`config.mk`:
```
export PLATFORM = sky130hd
export DESIGN_NAME = led_effect_sequencer_core_flat
export DESIGN_NICKNAME = d
export VERILOG_FILES = /design/src/rtl/les_pkg.sv /design/src/rtl/les_if.sv /design/src/rtl/led_effect_sequencer_core.sv /design/src/flat_wrapper.sv
export SDC_FILE = /design/constraint.sdc
export NUM_CORES = 2
export LEC_CHECK = 0
export BUFFER_PORTS_ARGS = -buffer_cell sky130_fd_sc_hd__buf_4
export CAP_MARGIN = 25
export CORE_MARGIN = 10
export CORE_UTILIZATION = 50
export DETAILED_ROUTE_END_ITERATION = 12
export GPL_ROUTABILITY_DRIVEN = 0
export PLACE_DENSITY = 0.68
export SYNTH_ARGS = -nofsm -noshare
export SYNTH_HDL_FRONTEND = slang
export SYNTH_SLANG_ARGS = --single-unit
```
`constraint.sdc`:
```
create_clock -name clk -period 29.1 [get_ports clk]
set_clock_uncertainty 0.15 [all_clocks]
set_input_delay 4.365 -clock clk [delete_from_list [all_inputs] [get_ports clk]]
set_output_delay 4.365 -clock clk [all_outputs]
set_load 0.01 [all_outputs]
```
`src/rtl/les_pkg.sv`:
```
// Shared types and constants for the LED effect sequencer.
package les_pkg;

  typedef enum logic [1:0] {
    MODE_IDLE    = 2'd0,
    MODE_JUMP    = 2'd1,
    MODE_DEATH   = 2'd2,
    MODE_RAINBOW = 2'd3
  } mode_t;

  // Color source picked for a tick once the effect state is resolved
  typedef enum logic [2:0] {
    SRC_BLACK   = 3'd0,
    SRC_DIM     = 3'd1,
    SRC_BREATH  = 3'd2,
    SRC_JUMP    = 3'd3,
    SRC_DEATH   = 3'd4,
    SRC_RAINBOW = 3'd5
  } src_t;

  typedef struct packed {
    logic [7:0] red;
    logic [7:0] green;
    logic [7:0] blue;
  } rgb_t;

  localparam logic OP_EVENT = 1'b0;
  localparam logic OP_TICK  = 1'b1;

  localparam logic [31:0] JUMP_MS    = 32'd200;
  localparam logic [31:0] DEATH_MS   = 32'd1200;
  localparam logic [31:0] RAINBOW_MS = 32'd3000;

  localparam logic [7:0] DIM_R = 8'd8;
  localparam logic [7:0] DIM_G = 8'd8;
  localparam logic [7:0] DIM_B = 8'd16;

  localparam logic [7:0] BREATH_BASE = 8'd20;

endpackage

```
`src/rtl/les_if.sv`:
```
// Valid/ready channel interfaces for sequencer input items and colors.
interface les_in_if;
  logic        valid;
  logic        ready;
  logic        operation;
  logic        just_jumped;
  logic        just_died;
  logic        new_best;
  logic        playing;
  logic [31:0] now_ms;

  modport source (output valid, output operation, output just_jumped, output just_died,
                  output new_best, output playing, output now_ms, input ready);
  modport sink   (input valid, input operation, input just_jumped, input just_died,
                  input new_best, input playing, input now_ms, output ready);
endinterface

interface les_out_if;
  logic       valid;
  logic       ready;
  logic [7:0] red;
  logic [7:0] green;
  logic [7:0] blue;

  modport source (output valid, output red, output green, output blue, input ready);
  modport sink   (input valid, input red, input green, input blue, output ready);
endinterface

```
`src/rtl/led_effect_sequencer_core.sv`:
```
// Top level of the LED effect sequencer: effect state and color pipeline.
//
//  channel   | dir | payload                                             | role
//  in_chan   | in  | operation just_jumped just_died new_best playing now_ms | event or tick
//  out_chan  | out | red green blue                                      | one color per tick
//
// One item per cycle unless the output stalls; a tick's color runs through the
// 17-deep pipeline (input register, constant-reciprocal divides, breathing index,
// sine polynomial steps, output register).
// Events update the effect state at the first stage and give no color.
// Reset clears the effect state to idle with start time zero and empties the pipe.
// A stalled output freezes the whole pipe; in_chan.ready follows it.
module led_effect_sequencer_core #(
  parameter int BREATH_TABLE_DEPTH = 256
) (
  input logic clk,
  input logic rst_n,
  les_in_if.sink   in_chan,
  les_out_if.source out_chan
);
  import les_pkg::*;

  localparam int KW   = $clog2(BREATH_TABLE_DEPTH);
  localparam int LAST = 16;

  localparam logic [26:0] RECIP_2000  = 27'd68719476;  // floor(2^37 / 2000)
  localparam logic [18:0] RECIP_200   = 19'd335544;    // floor(2^26 / 200)
  localparam logic [19:0] RECIP_1200  = 20'd894784;    // floor(2^30 / 1200)
  localparam logic [11:0] DEPTH_W     = 12'(BREATH_TABLE_DEPTH);
  localparam logic [12:0] TURN_STEP   = 13'(65536 / BREATH_TABLE_DEPTH);
  localparam logic [10:0] TURN_REM    = 11'(65536 % BREATH_TABLE_DEPTH);
  localparam logic [28:0] RECIP_DEPTH = 29'((64'd1 << 32) / BREATH_TABLE_DEPTH);

  logic            adv;
  logic [LAST:0]   v_r;

  // input register
  logic        s0_op_r, s0_jump_r, s0_died_r, s0_best_r, s0_play_r;
  logic [31:0] s0_now_r;

  // effect state
  mode_t       mode_r, mode_nxt;
  logic [31:0] start_r, start_nxt;
  logic [31:0] elapsed;
  src_t        src_nxt;

  logic [11:0] s1_e_r, s2_e_r, s3_e_r;
  src_t        s1_src_r, s2_src_r, s3_src_r;
  logic [31:0] s1_now_r;
  logic [26:0] s2_x_r, s3_x_r;
  logic [19:0] s2_y_r, s3_y_r;
  logic [15:0] s3_xq_r;
  logic [12:0] s3_qj_r, s3_qd_r;

  logic [26:0] r0;
  logic [10:0] r_nxt, s4_r_r;
  logic [19:0] rem_j, rem_d;
  logic [12:0] qj, qd;
  logic [7:0]  wp, wq, ww, w3;
  rgb_t        fx_nxt;

  rgb_t        fx_r   [4:15];
  logic        brth_r [4:15];

  logic [21:0]   s5_y2_r, s6_y2_r;
  logic [KW:0]   s6_k0_r;
  logic [21:0]   rem_k;
  logic [KW:0]   k_sum;
  logic [KW-1:0] s7_k_r;
  logic [16:0]   s8_ka_r, s9_ka_r;
  logic [21:0]   s8_kb_r, s9_kb_r;
  logic [11:0]   s9_tq_r;
  logic [21:0]   rem_t;
  logic [16:0]   t_sum;
  logic [16:0]   u_nxt;

  logic [16:0] u_r   [10:14];
  logic        neg_r [10:15];
  logic [16:0] u2_r  [11:13];
  logic [12:0] s12_p1_r;
  logic [15:0] s13_p2_r;
  logic [16:0] s14_p3_r;
  logic [16:0] s15_mag_r;

  logic [17:0] m_lvl;
  logic [7:0]  level;
  rgb_t        out_rgb_r, out_nxt;

  // advance whenever the output register is empty or being drained
  assign adv           = !v_r[LAST] || out_chan.ready;
  assign in_chan.ready = adv;
  assign out_chan.valid = v_r[LAST];
  assign out_chan.red   = out_rgb_r.red;
  assign out_chan.green = out_rgb_r.green;
  assign out_chan.blue  = out_rgb_r.blue;

  // stage 0: resolve effect state for the item in the input register
  always_comb begin
    mode_nxt  = mode_r;
    start_nxt = start_r;
    src_nxt   = SRC_BLACK;
    elapsed   = s0_now_r - start_r;
    if (v_r[0]) begin
      if (s0_op_r == OP_EVENT) begin
        if (s0_died_r) begin
          mode_nxt  = s0_best_r ? MODE_RAINBOW : MODE_DEATH;
          start_nxt = s0_now_r;
        end else if (s0_jump_r) begin
          mode_nxt  = MODE_JUMP;
          start_nxt = s0_now_r;
        end
      end else begin
        case (mode_r)
          MODE_JUMP: begin
            if (elapsed > JUMP_MS) mode_nxt = MODE_IDLE;
            else src_nxt = SRC_JUMP;
          end
          MODE_DEATH: begin
            if (elapsed > DEATH_MS) mode_nxt = MODE_IDLE;
            else src_nxt = SRC_DEATH;
          end
          MODE_RAINBOW: begin
            if (elapsed > RAINBOW_MS) mode_nxt = MODE_IDLE;
            else src_nxt = SRC_RAINBOW;
          end
          MODE_IDLE: src_nxt = s0_play_r ? SRC_BREATH : SRC_DIM;
          default:   src_nxt = SRC_BLACK;
        endcase
      end
    end
  end

  // stage 3 -> 4: finish the divides and build effect colors
  always_comb begin
    r0    = s3_x_r - 27'(s3_xq_r) * 27'd2000;
    r_nxt = (r0 >= 27'd2000) ? 11'(r0 - 27'd2000) : 11'(r0);

    rem_j = s3_y_r - 20'(s3_qj_r) * 20'd200;
    qj    = s3_qj_r + ((rem_j >= 20'd200) ? 13'd1 : 13'd0);
    rem_d = s3_y_r - 20'(s3_qd_r) * 20'd1200;
    qd    = s3_qd_r + ((rem_d >= 20'd1200) ? 13'd1 : 13'd0);

    wp = s3_e_r[10:3];
    wq = 8'd255 - wp;
    if (wq < 8'd85)       ww = wq;
    else if (wq < 8'd170) ww = wq - 8'd85;
    else                  ww = wq - 8'd170;
    w3 = 8'(10'(ww) * 10'd3);

    fx_nxt = '0;
    case (s3_src_r)
      SRC_DIM:   fx_nxt = '{red: DIM_R, green: DIM_G, blue: DIM_B};
      SRC_JUMP:  fx_nxt.blue = 8'd255 - qj[7:0];
      SRC_DEATH: fx_nxt.red  = 8'd255 - qd[7:0];
      SRC_RAINBOW: begin
        if (wq < 8'd85)       fx_nxt = '{red: 8'd255 - w3, green: 8'd0, blue: w3};
        else if (wq < 8'd170) fx_nxt = '{red: 8'd0, green: w3, blue: 8'd255 - w3};
        else                  fx_nxt = '{red: w3, green: 8'd255 - w3, blue: 8'd0};
      end
      default: fx_nxt = '0;
    endcase
  end

  // breathing index and turn fraction
  always_comb begin
    rem_k = s6_y2_r - 22'(s6_k0_r) * 22'd2000;
    k_sum = s6_k0_r + ((rem_k >= 22'd2000) ? (KW+1)'(1) : (KW+1)'(0));
    rem_t = s9_kb_r - 22'(s9_tq_r) * 22'(DEPTH_W);
    t_sum = s9_ka_r + 17'(s9_tq_r) + ((rem_t >= 22'(DEPTH_W)) ? 17'd1 : 17'd0);
    // odd quadrants mirror the quarter wave
    if (t_sum[14]) u_nxt = 17'(15'd16384 - {1'b0, t_sum[13:0]}) << 2;
    else           u_nxt = 17'(t_sum[13:0]) << 2;
  end

  // output stage: level from the sine magnitude
  always_comb begin
    if (neg_r[15]) m_lvl = (s15_mag_r >= 17'd65536) ? 18'd0 : 18'd65536 - 18'(s15_mag_r);
    else           m_lvl = 18'd65536 + 18'(s15_mag_r);
    level = BREATH_BASE + 8'((24'(m_lvl) * 24'd40) >> 17);
    if (brth_r[15]) out_nxt = '{red: 8'd0, green: level, blue: level};
    else            out_nxt = fx_r[15];
  end

  always_ff @(posedge clk) begin
    if (!rst_n) begin
      v_r     <= '0;
      mode_r  <= MODE_IDLE;
      start_r <= '0;
    end else if (adv) begin
      v_r[0] <= in_chan.valid;
      v_r[1] <= v_r[0] && (s0_op_r == OP_TICK);
      for (int i = 2; i <= LAST; i++) v_r[i] <= v_r[i-1];
      mode_r  <= mode_nxt;
      start_r <= start_nxt;
    end
  end

  always_ff @(posedge clk) begin
    if (adv) begin
      s0_op_r   <= in_chan.operation;
      s0_jump_r <= in_chan.just_jumped;
      s0_died_r <= in_chan.just_died;
      s0_best_r <= in_chan.new_best;
      s0_play_r <= in_chan.playing;
      s0_now_r  <= in_chan.now_ms;

      s1_src_r <= src_nxt;
      s1_e_r   <= elapsed[11:0];
      s1_now_r <= s0_now_r;

      s2_src_r <= s1_src_r;
      s2_e_r   <= s1_e_r;
      s2_x_r   <= 27'(s1_now_r[31:16]) * 27'd1536 + 27'(s1_now_r[15:0]);
      s2_y_r   <= 20'(s1_e_r) * 20'd255;

      s3_src_r <= s2_src_r;
      s3_e_r   <= s2_e_r;
      s3_x_r   <= s2_x_r;
      s3_y_r   <= s2_y_r;
      s3_xq_r  <= 16'((54'(s2_x_r) * 54'(RECIP_2000)) >> 37);
      s3_qj_r  <= 13'((39'(s2_y_r) * 39'(RECIP_200)) >> 26);
      s3_qd_r  <= 13'((40'(s2_y_r) * 40'(RECIP_1200)) >> 30);

      s4_r_r    <= r_nxt;
      fx_r[4]   <= fx_nxt;
      brth_r[4] <= (s3_src_r == SRC_BREATH);
      for (int i = 5; i <= 15; i++) begin
        fx_r[i]   <= fx_r[i-1];
        brth_r[i] <= brth_r[i-1];
      end

      s5_y2_r <= 22'(s4_r_r) * 22'(DEPTH_W);
      s6_y2_r <= s5_y2_r;
      s6_k0_r <= (KW+1)'((49'(s5_y2_r) * 49'(RECIP_2000)) >> 37);
      s7_k_r  <= k_sum[KW-1:0];

      s8_ka_r <= 17'(s7_k_r) * 17'(TURN_STEP);
      s8_kb_r <= 22'(s7_k_r) * 22'(TURN_REM);
      s9_ka_r <= s8_ka_r;
      s9_kb_r <= s8_kb_r;
      s9_tq_r <= 12'((51'(s8_kb_r) * 51'(RECIP_DEPTH)) >> 32);

      u_r[10]   <= u_nxt;
      neg_r[10] <= t_sum[15];
      for (int i = 11; i <= 14; i++) u_r[i] <= u_r[i-1];
      for (int i = 11; i <= 15; i++) neg_r[i] <= neg_r[i-1];

      u2_r[11] <= 17'((34'(u_r[10]) * 34'(u_r[10])) >> 16);
      u2_r[12] <= u2_r[11];
      u2_r[13] <= u2_r[12];

      s12_p1_r  <= 13'(14'd5223 - 14'((26'(u2_r[11]) * 26'd297) >> 16));
      s13_p2_r  <= 16'd42334 - 16'((30'(s12_p1_r) * 30'(u2_r[12])) >> 16);
      s14_p3_r  <= 17'd102944 - 17'((33'(s13_p2_r) * 33'(u2_r[13])) >> 16);
      s15_mag_r <= 17'((34'(s14_p3_r) * 34'(u_r[14])) >> 16);

      out_rgb_r <= out_nxt;
    end
  end

endmodule

```
`src/flat_wrapper.sv`:
```
// flat-port wrapper written by rule: the top's interface ports become plain ports
module led_effect_sequencer_core_flat import les_pkg::*;
#(
  parameter int BREATH_TABLE_DEPTH = 256
)
  (clk, rst_n, in_chan_valid, in_chan_operation, in_chan_just_jumped, in_chan_just_died, in_chan_new_best, in_chan_playing, in_chan_now_ms, in_chan_ready, out_chan_valid, out_chan_red, out_chan_green, out_chan_blue, out_chan_ready);
  les_in_if in_chan_i ();
  les_out_if out_chan_i ();
  input logic clk;
  input logic rst_n;
  input wire logic [$bits(in_chan_i.valid)-1:0] in_chan_valid;
  input wire logic [$bits(in_chan_i.operation)-1:0] in_chan_operation;
  input wire logic [$bits(in_chan_i.just_jumped)-1:0] in_chan_just_jumped;
  input wire logic [$bits(in_chan_i.just_died)-1:0] in_chan_just_died;
  input wire logic [$bits(in_chan_i.new_best)-1:0] in_chan_new_best;
  input wire logic [$bits(in_chan_i.playing)-1:0] in_chan_playing;
  input wire logic [$bits(in_chan_i.now_ms)-1:0] in_chan_now_ms;
  output wire logic [$bits(in_chan_i.ready)-1:0] in_chan_ready;
  output wire logic [$bits(out_chan_i.valid)-1:0] out_chan_valid;
  output wire logic [$bits(out_chan_i.red)-1:0] out_chan_red;
  output wire logic [$bits(out_chan_i.green)-1:0] out_chan_green;
  output wire logic [$bits(out_chan_i.blue)-1:0] out_chan_blue;
  input wire logic [$bits(out_chan_i.ready)-1:0] out_chan_ready;
  assign in_chan_i.valid = in_chan_valid;
  assign in_chan_i.operation = in_chan_operation;
  assign in_chan_i.just_jumped = in_chan_just_jumped;
  assign in_chan_i.just_died = in_chan_just_died;
  assign in_chan_i.new_best = in_chan_new_best;
  assign in_chan_i.playing = in_chan_playing;
  assign in_chan_i.now_ms = in_chan_now_ms;
  assign in_chan_ready = in_chan_i.ready;
  assign out_chan_valid = out_chan_i.valid;
  assign out_chan_red = out_chan_i.red;
  assign out_chan_green = out_chan_i.green;
  assign out_chan_blue = out_chan_i.blue;
  assign out_chan_i.ready = out_chan_ready;
  led_effect_sequencer_core #(.BREATH_TABLE_DEPTH(BREATH_TABLE_DEPTH)) u_core (.clk(clk), .rst_n(rst_n), .in_chan(in_chan_i), .out_chan(out_chan_i));
endmodule
```
==> summary.md <==
| Metric | Value |
|---|---|
| Area delta synth->final | 7.43% |
| FF+latch count, synth | 812 |
| CTS Sinks | 812 |
| Layout Nets | 9998 |
| Most common cell after layout, fill and taps aside | inv_1 |
| Initial DRC Count | 2717 |
| First-pass GRT wire length | 281000 um |
| Hold WS | 0.254 ns |
| Synth Area per Inst | 11.1 um^2 |
| Max stage delay on crit path | 0.44 ns |
| Max-cap viol count | 0 |
| CORE AREA | 165000 um^2 |
| CTS buffer count | 89 |
| Clock Tree Buf Depth | 3 |
| Vias/cell | 5.28 |
| Post-cts repair resize count | 0 |
| Distinct cells, synth | 88 |
| Synth Flop Type | edfxtp_1 |
| ANT nets after route | 0 |
| Tcrit/Tclk final | 34.2% |
| Rows | 149 |
| Critical path cell sequence | buf_4 > nor2b_2 > buf_4 > inv_8 > buf_4 |
| Clock period minus worst slack | 9.94 ns |
| Die Wd | 428 um |
| DP HPWL | 133000 um |
| Setup ws final | 19.16 ns |
| RSZ-0062 raised after global routing | false |
| Final setup viols | 0 |
| Critical path peak fanout | 93 |
| Starting Density | 50.3% |
| Fin util | 54.1% |
| Vias in the first global route | 55600 |
| CTS root buffer | clkbuf_16 |
| Multi-input logic area | 52900 um^2 |
| Critical Path Most Common Cell | buf_4 |
| Fin. max-slew vios | 0 |
| Reg area | 23900 um^2 |
| Post-synth EDFFs | 761 |
| Number of port buffers | 66 |
| Kind of critical path | input pin to primary output |
| Die area | 183000 um^2 |
| Final hold viol count | 0 |
| Worst-skew pair later-pin latency | 0.72 ns |
| Register area share after synthesis | 28.7% |
| R2R depth | 30 |
| Slew margin rel. | 31.7% |
| Async SR Flop Fraction | 0% |
| Largest net degree at the start of global routing | 184 |
| Residual DRC | 0 |
| DR vias | 51900 |
| Pre-antenna DRT Iters | 5 |
| Status | finished, final reports clean |
| GR Overflow Total | 0 |
| Crit start category | input pin |
| Layout cells sized above 1 | 3.49% |
| Hold-critical path depth | 0 |
| Worst slew pin tran | 1.02 ns |
| H-tree depth | 3 |
| Per-cell routed wire length | 16.9 um |
| Mapped Area | 83100 um^2 |
| Pre-CTS setup slack | 19.13 ns |
| Final TNS setup | 0 ns |
| CP required | 24.58 ns |
| Critical path arrival | 5.42 ns |
| Num ports | 67 |
| Die Y | 428 um |
| Endpoint type of the worst setup path | primary output |
| Syn_nets | 9920 |
| GRT Overall Usage | 18.8% |
| Fmax | 0.101 GHz |
| Post-CTS setup buffers | 0 |
| Critical-path top delay cell | inv_8 |
| Worst Hold Class | flop to flop |
| Fill cells | 14100 |
| Worst-path clk slew | 0.06 ns |
| Initial antenna violation count | 3 |
| Ys Warns | 0 |
| Commonest cells after routing, fill and taps aside | inv_1, ha_1, fa_1 |
| Cts hold-fix bufs | 0 |
| Mapped Cells | 7491 |
| Post-Route WL | 166000 um |
| TritonCTS clock tree | done |
[state kept, by name, summed over array words and instances (netlist names), 11 cells and up]
register and flops:
u_core.u_r 32, u_core.start_r 32, u_core.brth_r 12, u_core.s6_y2_r 11, u_core.s2_x_r 27, u_core.s15_mag_r 17
u_core.s4_r_r 11, u_core.s2_y_r 20, u_core.s3_x_r 27, u_core.s5_y2_r 11, u_core.s13_p2_r 16, u_core.s3_xq_r 16
u_core.v_r 17, u_core.s12_p1_r 11, u_core.s3_qj_r 13, u_core.s0_now_r 32, u_core.s1_now_r 32, u_core.s1_e_r 12
u_core.s3_y_r 17, u_core.s14_p3_r 17, u_core.u2_r 36, u_core.fx_r 288
[critical path: cells and delay by family]
kind | cells | cell delay [ns]
AND/OR/NAND/NOR | 1 | 0.03
buffers and inverters | 4 | 0.97
[layout make-up]
| type | instances | share of cell area, % |
|---|---|---|
| multi-input combinational | 5011 | 59.3 |
| sequential | 812 | 26.8 |
| inverter | 1567 | 6.60 |
| tap | 2189 | 3.07 |
| clock buffer | 104 | 2.58 |
| clock inverter | 61 | 0.893 |
| timing repair buffer | 88 | 0.777 |
| antenna | 1 | 0.00280 |
[worst paths after layout]
path | start | end | slack, ns
worst max-delay path | out_chan_ready | in_chan_ready | 19.16
worst min-delay path | u_core.fx_r[13][8] | u_core.fx_r[14][8] | 0.25
worst max register to register | u_core.s3_xq_r[1] | u_core.s4_r_r[10] | 20.55
worst min register to register | u_core.fx_r[13][8] | u_core.fx_r[14][8] | 0.25
[cell families (layout without fill, tap and decap cells)]
kind of cell,after synthesis,in the layout,share of synthesized area [%]
AO/OA/AOI/OAI,891,891,7.06
XOR/XNOR,331,331,3.49
adder cells (fa/ha/maj),2388,2388,44.8
buffers and inverters,1668,1820,7.54
flip-flops,812,812,28.7
multiplexers,20,20,0.249
other,0,1,0
AND/OR/NAND/NOR,1381,1381,8.12
[metrics by stage]
| step | cells | instance area, um^2 |
|---|---|---|
| floorplan | 7491 | 83100 |
| global placement | 9665 | 86100 |
| detailed placement | 9666 | 86100 |
| CTS | 9831 | 89200 |
| global route | 9833 | 89200 |
| finish | 9833 | 89200 |
[layer usage]
metal / global-route usage (%) / share of wire (%) / up-vias
li1: - / - / 24900
met3: 1.90 / 3.3 / 277
met5: 0 / 0 / -
met1: 24.3 / 43 / 25900
met2: 33.3 / 50 / 809
met4: 5.96 / 3.3 / 0
[synthesized netlist by cell type, drive strengths merged, types with 6 or more instances]
cell	n	share of area (%)
nand3	76	0.46
xnor2	213	2.2
a31oi	28	0.21
nor2	221	1.0
o21a	44	0.40
o21ai	182	1.1
inv	1565	7.1
o41ai	8	0.084
ha	1412	21
nor3	60	0.37
o31ai	19	0.17
o211ai	16	0.15
a2111oi	7	0.074
a21oi	212	1.3
a21boi	77	0.70
nor3b	8	0.072
o31a	6	0.063
a21o	124	1.1
o2111ai	6	0.063
a221oi	11	0.13
xor2	118	1.2
and3	29	0.22
or2	8	0.060
or3	29	0.22
o22ai	18	0.14
fa	976	24
a311oi	6	0.071
nor2b	57	0.43
nand2	517	2.3
clkbuf	96	0.43
edfxtp	761	28
mux2i	15	0.18
a211o	13	0.14
o32ai	7	0.074
a31o	8	0.084
nand2b	42	0.32
o21bai	38	0.34
nor4	23	0.21
a211oi	24	0.22
and2	245	1.8
dfxtp	51	1.2
nand4	30	0.23
nand3b	12	0.11
Power is not shown: default switching activity piles up to over one toggle a cycle in this logic, so the estimate is an artifact.
